==> config.mk <==
export PLATFORM = sky130hd
export DESIGN_NAME = sd_spi_command_engine_core
export DESIGN_NICKNAME = d
export VERILOG_FILES = /design/src/design/sdspi_pkg.sv /design/src/design/sd_spi_command_engine_core.sv /design/src/design/sdspi_crc7.sv
export SDC_FILE = /design/constraint.sdc
export NUM_CORES = 1
export LEC_CHECK = 0
export BUFFER_PORTS_ARGS = -buffer_cell sky130_fd_sc_hd__buf_2
export CAP_MARGIN = 30
export CELL_PAD_IN_SITES_DETAIL_PLACEMENT = 0
export CELL_PAD_IN_SITES_GLOBAL_PLACEMENT = 1
export CORE_MARGIN = 4
export CORE_UTILIZATION = 48
export CTS_CLUSTER_SIZE = 25
export DETAILED_ROUTE_END_ITERATION = 12
export PLACE_DENSITY = 0.92
export SYNTH_ARGS = -nofsm -noshare
export SYNTH_HDL_FRONTEND = slang
export SYNTH_SLANG_ARGS = --single-unit
==> constraint.sdc <==
create_clock -name clk -period 5.2 [get_ports clk]
set_input_delay 0.26 -clock clk [delete_from_list [all_inputs] [get_ports clk]]
set_output_delay 0.26 -clock clk [all_outputs]
set_load 0.03 [all_outputs]
==> src/design/sdspi_pkg.sv <==
package sdspi_pkg;

	// flush length and largest data block
	localparam logic [9:0] FLUSH_BYTES     = 10'd100;
	localparam logic [9:0] MAX_BLOCK_BYTES = 10'd512;

	// poll limit after reset
	localparam logic [7:0] POLL_LIMIT_RST = 8'd17;

	// frame and bus constants
	localparam logic [5:0] APP_CMD_INDEX = 6'd55;
	localparam logic [1:0] FRAME_START   = 2'b01;
	localparam logic [7:0] DATA_TOKEN    = 8'hFE;
	localparam logic [7:0] IDLE_BYTE     = 8'hFF;
	localparam logic [6:0] CRC7_POLY     = 7'h09;

	// transaction completion codes
	typedef enum logic [1:0] {
		ST_OK         = 2'd0,
		ST_TIMEOUT    = 2'd1,
		ST_APP_REJECT = 2'd2,
		ST_R1_ERROR   = 2'd3
	} status_t;

	// fold one byte into a crc-7, msb first
	function automatic logic [6:0] crc7_byte(input logic [6:0] crc, input logic [7:0] data);
		logic [6:0] c;
		logic       fb;
		c = crc;
		for (int i = 7; i >= 0; i--) begin
			fb = c[6] ^ data[i];
			c  = {c[5:0], 1'b0};
			if (fb) begin
				c = c ^ CRC7_POLY;
			end
		end
		return c;
	endfunction

endpackage

==> src/design/sd_spi_command_engine_core.sv <==
// sd card spi-mode command engine
// each accepted input word yields its result word from the result register in the next cycle
// throughput: one word per cycle; a stalled result holds off the input until it leaves
// the frame crc-7 is folded one byte per cycle from the start of a command until all five frame bytes are in
// reset (arst_n low, asynchronous): engine idle, result register empty, poll limit 17
module sd_spi_command_engine_core (
	input  logic                   clk,
	input  logic                   arst_n,
	// configuration
	input  logic                   cfg_wr_en,
	input  logic [7:0]             cfg_wr_data,
	// input channel
	input  logic                   in_valid,
	output logic                   in_stall,
	input  logic                   mode,
	input  logic [5:0]             cmd_index,
	input  logic [31:0]            argument,
	input  logic [2:0]             resp_bytes,
	input  logic                   app_prefix,
	input  logic [9:0]             data_len,
	input  logic [7:0]             miso_byte,
	// output channel
	output logic                   out_valid,
	input  logic                   out_stall,
	output logic                   mosi_valid,
	output logic [7:0]             mosi_byte,
	output logic                   host_valid,
	output logic                   host_kind,
	output logic [7:0]             host_byte,
	output logic                   done_res,
	output sdspi_pkg::status_t     status
);
	import sdspi_pkg::*;

	typedef enum logic [7:0] {
		PH_IDLE  = 8'b0000_0001,
		PH_FLUSH = 8'b0000_0010,
		PH_FRAME = 8'b0000_0100,
		PH_POLL  = 8'b0000_1000,
		PH_RESP  = 8'b0001_0000,
		PH_TOKEN = 8'b0010_0000,
		PH_DATA  = 8'b0100_0000,
		PH_CRC   = 8'b1000_0000
	} phase_t;

	// state
	phase_t      phase_q, phase_d;
	logic [9:0]  cnt_q, cnt_d;
	logic [7:0]  poll_q, poll_d;
	logic [7:0]  poll_limit_q;
	logic        prefix_q, prefix_d;
	logic        r1nz_q, r1nz_d;
	logic [5:0]  req_cmd_q, req_cmd_d;
	logic [31:0] req_arg_q, req_arg_d;
	logic [2:0]  req_rlen_q, req_rlen_d;
	logic [9:0]  req_dlen_q, req_dlen_d;
	logic [5:0]  frm_cmd_q, frm_cmd_d;
	logic [31:0] frm_arg_q, frm_arg_d;

	// result register
	logic        out_valid_q;
	logic        mosi_valid_q, host_valid_q, host_kind_q, done_q;
	logic [7:0]  mosi_byte_q, host_byte_q;
	status_t     status_q;

	// next result
	logic        r_mosi_valid, r_host_valid, r_host_kind, r_done;
	logic [7:0]  r_mosi_byte, r_host_byte;
	status_t     r_status;

	// step helpers
	logic        in_fire;
	logic        emit, do_start, do_resp_done, do_finish;
	logic [5:0]  start_cmd;
	logic [31:0] start_arg;
	logic [7:0]  rd_r1;
	status_t     fin_status;
	logic [10:0] cnt_inc;
	logic [8:0]  poll_inc;
	logic [6:0]  crc;

	assign in_stall = out_valid_q & out_stall;
	assign in_fire  = in_valid & ~in_stall;
	assign cnt_inc  = {1'b0, cnt_q} + 11'd1;
	assign poll_inc = {1'b0, poll_q} + 9'd1;

	sdspi_crc7 u_crc7 (
		.clk    (clk),
		.arst_n (arst_n),
		.start  (in_fire & do_start),
		.frame  ({FRAME_START, start_cmd, start_arg}),
		.crc    (crc)
	);

	// one step of the engine per accepted word
	always_comb begin
		phase_d      = phase_q;
		cnt_d        = cnt_q;
		poll_d       = poll_q;
		prefix_d     = prefix_q;
		r1nz_d       = r1nz_q;
		req_cmd_d    = req_cmd_q;
		req_arg_d    = req_arg_q;
		req_rlen_d   = req_rlen_q;
		req_dlen_d   = req_dlen_q;
		frm_cmd_d    = frm_cmd_q;
		frm_arg_d    = frm_arg_q;
		r_mosi_valid = 1'b0;
		r_mosi_byte  = 8'd0;
		r_host_valid = 1'b0;
		r_host_kind  = 1'b0;
		r_host_byte  = 8'd0;
		r_done       = 1'b0;
		r_status     = ST_OK;
		emit         = 1'b0;
		do_start     = 1'b0;
		do_resp_done = 1'b0;
		do_finish    = 1'b0;
		start_cmd    = req_cmd_q;
		start_arg    = req_arg_q;
		rd_r1        = miso_byte;
		fin_status   = ST_OK;

		if (mode == 1'b0) begin
			// new request, drops whatever was running
			req_cmd_d = cmd_index;
			req_arg_d = argument;
			if (resp_bytes == 3'd0) begin
				req_rlen_d = 3'd1;
			end else if (resp_bytes > 3'd5) begin
				req_rlen_d = 3'd5;
			end else begin
				req_rlen_d = resp_bytes;
			end
			req_dlen_d = (data_len > MAX_BLOCK_BYTES) ? MAX_BLOCK_BYTES : data_len;
			prefix_d   = app_prefix;
			do_start   = 1'b1;
			start_cmd  = app_prefix ? APP_CMD_INDEX : cmd_index;
			start_arg  = app_prefix ? 32'd0 : argument;
			emit       = 1'b1;
		end else begin
			unique case (phase_q)
				PH_IDLE: begin
				end
				PH_FLUSH: begin
					if (cnt_inc >= {1'b0, FLUSH_BYTES}) begin
						phase_d = PH_FRAME;
						cnt_d   = 10'd0;
					end else begin
						cnt_d = cnt_inc[9:0];
					end
					emit = 1'b1;
				end
				PH_FRAME: begin
					if (cnt_inc >= 11'd6) begin
						phase_d = PH_POLL;
						cnt_d   = 10'd0;
						poll_d  = 8'd0;
					end else begin
						cnt_d = cnt_inc[9:0];
					end
					emit = 1'b1;
				end
				PH_POLL: begin
					if (miso_byte[7] == 1'b0) begin
						r1nz_d = (miso_byte != 8'd0);
						if (!prefix_q && req_rlen_q > 3'd1) begin
							phase_d      = PH_RESP;
							cnt_d        = 10'd1;
							emit         = 1'b1;
							r_host_valid = 1'b1;
							r_host_byte  = miso_byte;
						end else begin
							do_resp_done = 1'b1;
							rd_r1        = miso_byte;
						end
					end else begin
						poll_d = poll_inc[7:0];
						if (poll_inc >= {1'b0, poll_limit_q}) begin
							do_finish  = 1'b1;
							fin_status = ST_TIMEOUT;
						end else begin
							emit = 1'b1;
						end
					end
				end
				PH_RESP: begin
					cnt_d = cnt_inc[9:0];
					if (cnt_inc >= {8'd0, req_rlen_q}) begin
						do_resp_done = 1'b1;
						rd_r1        = {7'd0, r1nz_q};
					end else begin
						emit         = 1'b1;
						r_host_valid = 1'b1;
						r_host_byte  = miso_byte;
					end
				end
				PH_TOKEN: begin
					if (miso_byte == DATA_TOKEN) begin
						phase_d = PH_DATA;
						cnt_d   = 10'd0;
					end
					emit = 1'b1;
				end
				PH_DATA: begin
					if (cnt_inc >= {1'b0, req_dlen_q}) begin
						phase_d = PH_CRC;
						cnt_d   = 10'd0;
					end else begin
						cnt_d = cnt_inc[9:0];
					end
					emit         = 1'b1;
					r_host_valid = 1'b1;
					r_host_kind  = 1'b1;
					r_host_byte  = miso_byte;
				end
				PH_CRC: begin
					cnt_d = cnt_inc[9:0];
					if (cnt_inc >= 11'd2) begin
						do_finish  = 1'b1;
						fin_status = ST_OK;
					end else begin
						emit = 1'b1;
					end
				end
				default: begin
				end
			endcase
		end

		// response collected: prefix check, data wait or finish
		if (do_resp_done) begin
			r_host_valid = 1'b1;
			r_host_byte  = miso_byte;
			if (prefix_q) begin
				if (rd_r1[7:1] != 7'd0) begin
					do_finish  = 1'b1;
					fin_status = ST_APP_REJECT;
				end else begin
					prefix_d  = 1'b0;
					do_start  = 1'b1;
					start_cmd = req_cmd_q;
					start_arg = req_arg_q;
					emit      = 1'b1;
				end
			end else if (req_dlen_q != 10'd0) begin
				if (r1nz_d) begin
					do_finish  = 1'b1;
					fin_status = ST_R1_ERROR;
				end else begin
					phase_d = PH_TOKEN;
					cnt_d   = 10'd0;
					emit    = 1'b1;
				end
			end else begin
				do_finish  = 1'b1;
				fin_status = ST_OK;
			end
		end

		// command start: flush then frame
		if (do_start) begin
			frm_cmd_d = start_cmd;
			frm_arg_d = start_arg;
			cnt_d     = 10'd0;
			poll_d    = 8'd0;
			r1nz_d    = 1'b0;
			phase_d   = (FLUSH_BYTES != 10'd0) ? PH_FLUSH : PH_FRAME;
		end

		if (do_finish) begin
			phase_d  = PH_IDLE;
			cnt_d    = 10'd0;
			r_done   = 1'b1;
			r_status = fin_status;
		end

		// next byte on the bus
		if (emit) begin
			r_mosi_valid = 1'b1;
			r_mosi_byte  = IDLE_BYTE;
			if (phase_d == PH_FRAME) begin
				unique case (cnt_d[2:0])
					3'd0:    r_mosi_byte = {FRAME_START, frm_cmd_d};
					3'd1:    r_mosi_byte = frm_arg_d[31:24];
					3'd2:    r_mosi_byte = frm_arg_d[23:16];
					3'd3:    r_mosi_byte = frm_arg_d[15:8];
					3'd4:    r_mosi_byte = frm_arg_d[7:0];
					3'd5:    r_mosi_byte = {crc, 1'b1};
					default: r_mosi_byte = IDLE_BYTE;
				endcase
			end
		end
	end

	// control state
	always_ff @(posedge clk or negedge arst_n) begin
		if (!arst_n) begin
			phase_q      <= PH_IDLE;
			cnt_q        <= 10'd0;
			poll_q       <= 8'd0;
			prefix_q     <= 1'b0;
			r1nz_q       <= 1'b0;
			poll_limit_q <= POLL_LIMIT_RST;
			out_valid_q  <= 1'b0;
		end else begin
			if (cfg_wr_en) begin
				poll_limit_q <= cfg_wr_data;
			end
			if (in_fire) begin
				phase_q     <= phase_d;
				cnt_q       <= cnt_d;
				poll_q      <= poll_d;
				prefix_q    <= prefix_d;
				r1nz_q      <= r1nz_d;
				out_valid_q <= 1'b1;
			end else if (!out_stall) begin
				out_valid_q <= 1'b0;
			end
		end
	end

	// request, frame and result payload
	always_ff @(posedge clk) begin
		if (in_fire) begin
			req_cmd_q    <= req_cmd_d;
			req_arg_q    <= req_arg_d;
			req_rlen_q   <= req_rlen_d;
			req_dlen_q   <= req_dlen_d;
			frm_cmd_q    <= frm_cmd_d;
			frm_arg_q    <= frm_arg_d;
			mosi_valid_q <= r_mosi_valid;
			mosi_byte_q  <= r_mosi_byte;
			host_valid_q <= r_host_valid;
			host_kind_q  <= r_host_kind;
			host_byte_q  <= r_host_byte;
			done_q       <= r_done;
			status_q     <= r_status;
		end
	end

	assign out_valid  = out_valid_q;
	assign mosi_valid = mosi_valid_q;
	assign mosi_byte  = mosi_byte_q;
	assign host_valid = host_valid_q;
	assign host_kind  = host_kind_q;
	assign host_byte  = host_byte_q;
	assign done_res   = done_q;
	assign status     = status_q;

endmodule

==> src/design/sdspi_crc7.sv <==
module sdspi_crc7 (
	input  logic        clk,
	input  logic        arst_n,
	input  logic        start,
	input  logic [39:0] frame,
	output logic [6:0]  crc
);
	import sdspi_pkg::*;

	logic [6:0]  crc_q;
	logic [31:0] data_q;
	logic [2:0]  count_q;

	// first byte folds in at start, the other four one per cycle after
	always_ff @(posedge clk or negedge arst_n) begin
		if (!arst_n) begin
			count_q <= 3'd0;
		end else if (start) begin
			count_q <= 3'd4;
		end else if (count_q != 3'd0) begin
			count_q <= count_q - 3'd1;
		end
	end

	always_ff @(posedge clk) begin
		if (start) begin
			crc_q  <= crc7_byte(7'd0, frame[39:32]);
			data_q <= frame[31:0];
		end else if (count_q != 3'd0) begin
			crc_q  <= crc7_byte(crc_q, data_q[31:24]);
			data_q <= {data_q[23:0], 8'd0};
		end
	end

	assign crc = crc_q;

endmodule

==> metrics.yaml, run 1 <==
worstHoldPathType: "in -> reg"
dpl_cell_area_mm2: 0.01079
syn_area_mm2: 0.01008
tightest_slew_ps: 902.7
drc: 0
min-delay-start: "argument[17]"
synth_most_common_cell: "edfxtp_1"
p_clk_share_pct: 29.2
dr.pass1.iters: 6
rows: 52
die_w_um: 152.9
synth_top_cell_area_share_pct: 44.69
internal_power_w: 0.003026
crit_path_max_fanout: 15
synth_cells: 929
place.gp.congestion: 0.9714
synth.largest_area_cell: "edfxtp_1"
hpwl_um: 17600
yosysUniqueCellTypes: 90
antenna_found_initial: 0
drv_slew: 0
grt-ovfl-total: 0
final_hold_viol_count: 0
ctsRootBufferMaster: "clkbuf_16"
power_density_mw_per_mm2: 379.3
cts_buffer_depth: 2
cts_buffers: 17
worstSetupEndpointType: "flip-flop"
peakVddDrop_v: 0.0002356
diodes: 0
synth_edf_count: 150
synth.area.top_cells: "edfxtp_1 45%, dfrtp_1 9.2%, nand2_1 3.9%"
period_minus_slack_ps: 4740
synthArstFlopShare_pct: 21.05
fin_crit_sh_pct: 91.15
drive_gt1_share_pct: 18.82
die_area_mm2: 0.02338
synth_seq_cells: 190
seq_power_share_pct: 47.1
first_iter_violations: 836
rsz0062_at_grt: "false"
fin_setup_tns_ps: 0
routed_wl_um: 24630
cts_tree: "done"
syn_nets: 1026
final_cell_area_mm2: 0.01146
routed_via_density: 5.850
worstSetupStartpointType: "flip-flop"
vias: 7611
grt_max_degree: 71
worstSetupPathType: "reg -> reg"
cp-startpoint: "cnt_q[2]"
status: "complete, no violations"
dp_cells: 1261
yosys_warnings: 0
clk_latency_ps: 430
yosysSeqAreaShare_pct: 54.65
p_comb_share_pct: 23.7
final_nets: 1115
clk_pin_slew_ps: 70
ios: 98
fmax_ghz: 0.2110
power_leakage_nw: 4.418
post_drt_wl_per_cell_um: 18.93
p_total_w: 0.004346
fin_cells: 1301
worstPathRequired_ps: 5470
p_sw_w: 0.001320
postSynthAreaPerCell_um2: 10.85
ys.flop_type: "edfxtp_1"
grt_usage_pct: 20.85
synth_common_cells: "150 x edfxtp_1, 104 x nand2_1, 84 x nor2_1"
die_y_um: 152.9
setup_viol: 0
maxCapViolCount: 0
relSlewSlack_pct: 39.19
p_sw_share_pct: 30.37
fin_skew_ps: 10.49
crit_arrival_ps: 5010
cts_sinks: 190
grt_pass1_wl_um: 39190
h-tree-depth: 4
port_buffers: 97
grt_pass1_vias: 7247
area_growth_pct: 13.67
start_util_pct: 49.34
core_area_mm2: 0.02043
drt.antenna.violating_nets: 0
r2r_start: "cnt_q[2]"
## final cells by class
cell class / instances / area [µm²]
Sequential cell: 190 / 5509
Fill cell: 1789 / 8972
Tap cell: 270 / 337.8
Inverter: 29 / 108.9
Clock inverter: 14 / 137.6
Clock buffer: 18 / 429.2
Multi-Input combinational cell: 661 / 4242
Timing Repair Buffer: 119 / 693.2
## kinds of logic after synthesis
| group | after synthesis | synth area share, % |
|---|---|---|
| flip-flops | 190 | 54.65 |
| adder cells (fa/ha/maj) | 23 | 2.855 |
| AO/OA/AOI/OAI | 268 | 18.24 |
| buffers and inverters | 78 | 3.600 |
| AND/OR/NAND/NOR | 314 | 15.54 |
| XOR/XNOR | 43 | 3.736 |
| multiplexers | 13 | 1.378 |
## registers in the layout, summed over array words and instances (netlist names), 2 cells and up
register,count
poll_limit_q,8
cnt_q,10
u_crc7.crc,7
req_rlen_q,3
status,2
u_crc7.data_q,32
req_cmd_q,6
phase_q,8
req_dlen_q,10
host_byte,8
u_crc7.count_q,3
req_arg_q,32
frm_arg_q,32
mosi_byte,8
poll_q,8
frm_cmd_q,6
## metal layers
metal | wire [µm] | track usage [%] | part of all wire, % | up-vias
li1 | - | - | - | 3632
met1 | 11690 | 30.94 | 47 | 3680
met2 | 10810 | 31.36 | 44 | 265
met3 | 1607 | 3.817 | 6.5 | 34
met4 | 520 | 6.364 | 2.1 | 0
met5 | 0 | 0 | 0 | -
## repair_timing
action,4_1_cts,5_1_grt
endpoints found under the setup margin,0,1
hold buffers,6,1
endpoints found under the hold margin,6,13
gates resized for setup,0,1
setup buffers,0,0
## power by group through the flow
stage          logic, W  registers [W]  clock network (W)
5_1_grt         0.00116        0.00207            0.00135
3_5_place_dp    0.00101        0.00208                  0
4_1_cts         0.00102        0.00205            0.00130
2_1_floorplan  0.000745        0.00206                  0
3_3_place_gp   0.000992        0.00207                  0
6_report        0.00103        0.00205            0.00127
## metrics by stage
stage	setup slack, ps	hold WS (ps)	util, %
CTS	443.3	0.3746	55.90
detailed placement	455.7	455.3	52.83
global placement	626.1	453.3	52.83
finish	460.0	19.28	56.08
floorplan	1209	-35.59	-
global route	139.3	0.5474	56.08
## worst max-delay path: stages (launching register included)
cell and delay, ps:
dfrtp_1 630, and4_1 360, nand2_1 170, xnor2_1 250, ha_1 290, or3b_2 200, mux2i_1 60, or4_4 430
a2111oi_4 290, a22oi_2 170, o21bai_2 480, nand3_1 270, a21boi_4 410, a22oi_1 140, or2_0 240, a41oi_1 200
## final timing paths
check	endpoint	slack (ps)	cells past startpoint
min in group asynchronous	cnt_q[9]	280	2
max	mosi_byte[2]	460	15
max reg2reg	mosi_byte[2]	460	15
min reg2reg	r1nz_q	490	2
min	req_arg_q[17]	20	1
max in group asynchronous	phase_q[0]	4350	3
## cell usage in the layout, fill, tap and decap left out, drive strengths merged, types with 4 or more instances in the layout
master       instances
inv                 32
nand3               19
nor4                 8
edfxtp             150
xnor2               29
nor2b               17
clkbuf              18
clkinv               8
ha                  23
a211oi               4
xor2                14
nor3                 8
a22oi               40
nand4               16
o21a                 7
mux2i                6
or2                  7
nor3b                7
o31ai                9
o211ai               6
and3                 7
dlygate4sd3          7
mux2                 7
nand2b              10
o22ai                5
a32oi                4
a21oi               59
o21bai               4
buf                112
a31oi                7
nand2              104
a22o                 6
a41oi                5
and2                11
dfrtp               37
a21o                 6
nor2                85
o21ai               73
Note: power is estimated with default switching activity, not from simulation.
==> run 2: changes to the inputs <==
- CORE_ASPECT_RATIO: default -> 0.5
- PLACE_DENSITY: 0.92 -> 0.84
==> metrics.yaml, run 2 (synthesis results as in run 1) <==
status: "complete, no violations"
worstHoldPathType: "in -> reg"
timing.critical_path.buf_inv: 0
p_total_w: 0.004328
die_y_um: 110.5
relSlewSlack_pct: 46.87
setup_viol: 0
cts_buffer_depth: 2
drive_gt1_share_pct: 17.81
die_area_mm2: 0.02352
worstSetupEndpointType: "flip-flop"
final_cell_mix: "150 x edfxtp_1, 103 x nand2_1, 97 x buf_2"
cpPeakStageDelay_ps: 620
first_iter_violations: 568
clk_latency_ps: 440
ios: 98
post_drt_wl_per_cell_um: 18.43
fin_setup_tns_ps: 0
rows: 37
crit_path_max_fanout: 15
final_cell_area_mm2: 0.01176
ctsRootBufferMaster: "clkbuf_16"
critical_path.slowest_cell: "dfrtp_1"
maxCapViolCount: 0
drc: 0
power_density_mw_per_mm2: 368.0
crit_family: "compound AO/OA/AOI/OAI gates"
hpwl_um: 17370
routed_via_density: 5.702
dpl_cell_area_mm2: 0.01081
vias: 7606
utilization_pct: 57.08
area_growth_pct: 16.66
fin_crit_sh_pct: 90.57
grt-ovfl-total: 0
rsz0062_at_grt: "false"
crit_arrival_ps: 4990
path_cells: "and4_1 > nand2_1 > xnor2_1 > ha_1 > or3b_2 > mux2i_1 > or4_4 > a2111oi_4 > a22oi_2 > o21bai_2 > nand3_1 > a21boi_2 > a22oi_1 > or2_0 > a41oi_1"
routed_wl_um: 24590
grt_pass1_wl_um: 39920
cts_hold_buf: 40
dr.pass1.iters: 5
peakVddDrop_v: 0.0001884
dp_slack_ps: 564.6
ctsResizeCount: 0
worstSetupStartpointType: "flip-flop"
grt_max_degree: 70
drv_slew: 0
final_nets: 1146
grt_pass1_vias: 7556
fmax_ghz: 0.2123
postCtsSetupRepairBufs: 0
top_regs: "frm_arg_q (32), req_arg_q (32), u_crc7.data_q (32)"
die_w_um: 212.9
core_area_mm2: 0.02060
period_minus_slack_ps: 4710
antenna_found_initial: 0
start_util_pct: 48.93
h-tree-depth: 4
cts_tree: "done"
drt.antenna.violating_nets: 0
power_leakage_nw: 4.531
ff2ff_setup_slack_ps: 490
finalWorstSetupSlack_ps: 490.2
tightest_slew_ps: 795.0
worstSetupPathType: "reg -> reg"
cts_sinks: 190
port_buffers: 97
clk_pin_slew_ps: 70
fin_skew_ps: 12.22
diodes: 0
grt_usage_pct: 21.27
cts_buffers: 17
worstPathRequired_ps: 5480
place.gp.congestion: 0.8761
final_common_cell: "edfxtp_1"
final_hold_viol_count: 0
## run 2: cell count changes in the layout (fill, tap and decap cells not counted), moves of 2 or more
cell and change:
clkinv_1 +2, clkinv_2 -2, dlygate4sd3_1 +33, buf_4 -3
## run 2: where the power goes
group / switching [W] / internal, W / leakage [nW] / total, W
combinational: 0.000600 / 0.000419 / 2.29 / 0.00102
clock: 0.000585 / 0.000658 / 0.257 / 0.00124
sequential: 0.000118 / 0.00195 / 1.99 / 0.00207
## run 2: path summary, 6_finish.rpt
path | startpoint | to | cells after the start
setup / recovery | cnt_q[2] | mosi_byte[3] | 15
hold / removal | cfg_wr_data[6] | poll_limit_q[6] | 3
setup reg to reg | cnt_q[2] | mosi_byte[3] | 15
hold reg to reg | r1nz_q | r1nz_q | 2
max in group asynchronous | arst_n | phase_q[0] | 3
min in group asynchronous | arst_n | poll_limit_q[2] | 2
## run 2: worst reg2reg max path, cell delays in order (launching register included)
cell	delay, ps
dfrtp_1	620
and4_1	350
nand2_1	160
xnor2_1	190
ha_1	330
or3b_2	200
mux2i_1	60
or4_4	430
a2111oi_4	290
a22oi_2	160
o21bai_2	450
nand3_1	220
a21boi_2	500
a22oi_1	170
or2_0	220
a41oi_1	210
## run 2: cell type report
class / instances / area, µm²
clock buffer: 18 / 429.2
clock inverter: 13 / 115.1
fill: 1737 / 8842
inverter: 29 / 108.9
multi-input combinational: 661 / 4234
sequential: 190 / 5509
tap: 273 / 341.6
timing repair buffer: 150 / 1021
## run 2: stage by stage
step	hold WS, ps	instances
3_3_place_gp	446.8	1262
5_1_grt	17.98	1334
6_report	20.31	1334
3_5_place_dp	143.1	1263
2_1_floorplan	-35.59	929
4_1_cts	1.093	1334
## run 2: metal layers
layer	GRT usage, %	wire length (µm)	vias to the layer above
met5	0	0	-
met4	5.746	320	0
met3	4.087	986	25
met2	33.96	11660	155
met1	29.89	11620	3726
li1	-	-	3700
==> run 3: changes to the inputs <==
- MAX_ROUTING_LAYER: default -> met4
==> metrics.yaml, run 3 (synthesis results as in run 1) <==
clk_latency_ps: 450
worstPathRequired_ps: 5480
clk_pin_slew_ps: 70
die_w_um: 212.9
ctsRootBufferMaster: "clkbuf_16"
grt_usage_pct: 22.39
p_clk_share_pct: 29.5
p_total_w: 0.004371
crit_path_max_fanout: 15
power_leakage_nw: 4.567
final_cell_mix: "150 x edfxtp_1, 103 x nand2_1, 97 x buf_2"
period_minus_slack_ps: 4692
core_area_mm2: 0.02060
met2_usage_pct: 33.98
critical_path.slowest_cell: "dfrtp_1"
place.gp.congestion: 0.8707
fin_skew_ps: 13.77
cpPeakStageDelay_ps: 610
grt_busiest_layer: "met2"
met3_usage_pct: 4.939
ios: 98
internal_power_w: 0.003071
seq_power_share_pct: 47.2
hpwl_um: 17500
rsz0062_at_grt: "false"
cts_buffer_depth: 2
start_util_pct: 48.93
post_drt_wl_per_cell_um: 18.65
met1_usage_pct: 31.05
worstSetupEndpointType: "flip-flop"
grt_max_degree: 70
grt_pass1_wl_um: 40390
setup_viol: 0
crit_arrival_ps: 4980
final_nets: 1150
die_area_mm2: 0.02352
worstSetupStartpointType: "flip-flop"
drt.antenna.violating_nets: 0
port_buffers: 97
fin_setup_tns_ps: 0
p_sw_share_pct: 29.73
status: "complete, no violations"
vias: 7569
routed_wl_um: 24940
tightest_slew_ps: 847.5
top_regs: "frm_arg_q (32), req_arg_q (32), u_crc7.data_q (32)"
routed_via_density: 5.661
timing.critical_path.buf_inv: 0
area_growth_pct: 17.22
grt-ovfl-total: 0
cts_buffers: 17
diodes: 0
maxCapViolCount: 0
relSlewSlack_pct: 42.90
final_common_cell: "edfxtp_1"
power_density_mw_per_mm2: 369.9
dr.pass1.iters: 5
rows: 37
first_iter_violations: 616
worstSetupPathType: "reg -> reg"
final_hold_viol_count: 0
postCtsSetupRepairBufs: 0
worstHoldPathType: "in -> reg"
cts_sinks: 190
grt_pass1_vias: 7557
crit_family: "simple AND/OR/NAND/NOR gates"
p_comb_share_pct: 23.3
fin_crit_sh_pct: 90.24
fmax_ghz: 0.2131
drive_gt1_share_pct: 17.86
h-tree-depth: 4
peakVddDrop_v: 0.0002195
antenna_found_initial: 0
p_sw_w: 0.001300
drv_slew: 0
drc: 0
die_y_um: 110.5
path_cells: "and4_1 > nand2_1 > xnor2_1 > ha_1 > or3b_2 > mux2i_1 > or4_4 > a2111oi_4 > a22oi_2 > o21bai_2 > nand3_1 > a21boi_4 > a22oi_1 > or2_0 > a41oi_1"
cts_tree: "done"
-- run 3: tightest hold or removal path: stages --
cell     delay, ps
buf_2           70
nand2_1         40
o21ai_0         60
-- run 3: path summary, 6_finish.rpt --
| path | startpoint | end | slack (ps) | cells past startpoint |
|---|---|---|---|---|
| worst max-delay path | cnt_q[2] | mosi_byte[3] | 510 | 15 |
| worst min-delay path | cfg_wr_data[4] | poll_limit_q[4] | 20 | 3 |
| worst max register to register | cnt_q[2] | mosi_byte[3] | 510 | 15 |
| worst min register to register | r1nz_q | r1nz_q | 480 | 2 |
| max in group asynchronous | arst_n | phase_q[0] | 4410 | 3 |
| min in group asynchronous | arst_n | poll_limit_q[2] | 240 | 2 |
-- run 3: what timing repair did --
item	in CTS	in global routing
endpoints found under the setup margin	0	1
hold buffers	43	1
hold endpoints to repair	55	1
resized for setup	0	1
-- run 3: stage by stage --
step,hold slack (ps),std cells,cell area (µm²),utilization [%],worst slack (ps)
3_3_place_gp,446.6,1262,10780,52.34,659.1
5_1_grt,8.630,1337,11820,57.35,125.2
2_1_floorplan,-35.59,929,10080,-,1209
4_1_cts,1.029,1336,11800,57.27,438.5
3_5_place_dp,186.5,1263,10800,52.43,466.0
6_report,19.55,1337,11820,57.35,507.8
-- run 3: area by class of cell --
class	count	area [µm²]
clock inverter	13	140.1
timing repair buffer	154	1049
fill	1727	8786
multi-input combinational	661	4242
tap	273	341.6
sequential	190	5509
inverter	29	108.9
clock buffer	17	425.4
-- run 3: metal layers --
metal | part of all wire, % | wire, µm
met5 | 0 | 0
met2 | 46 | 11560
met1 | 48 | 11920
met4 | 1.5 | 366
met3 | 4.4 | 1092
-- run 3: power by group through the flow --
stage	logic, W	clock network, W	registers (W)
2_1_floorplan	0.000745	0	0.00206
3_3_place_gp	0.000972	0	0.00209
3_5_place_dp	0.000991	0	0.00209
4_1_cts	0.00102	0.00131	0.00206
5_1_grt	0.00115	0.00138	0.00208
6_report	0.00102	0.00129	0.00206
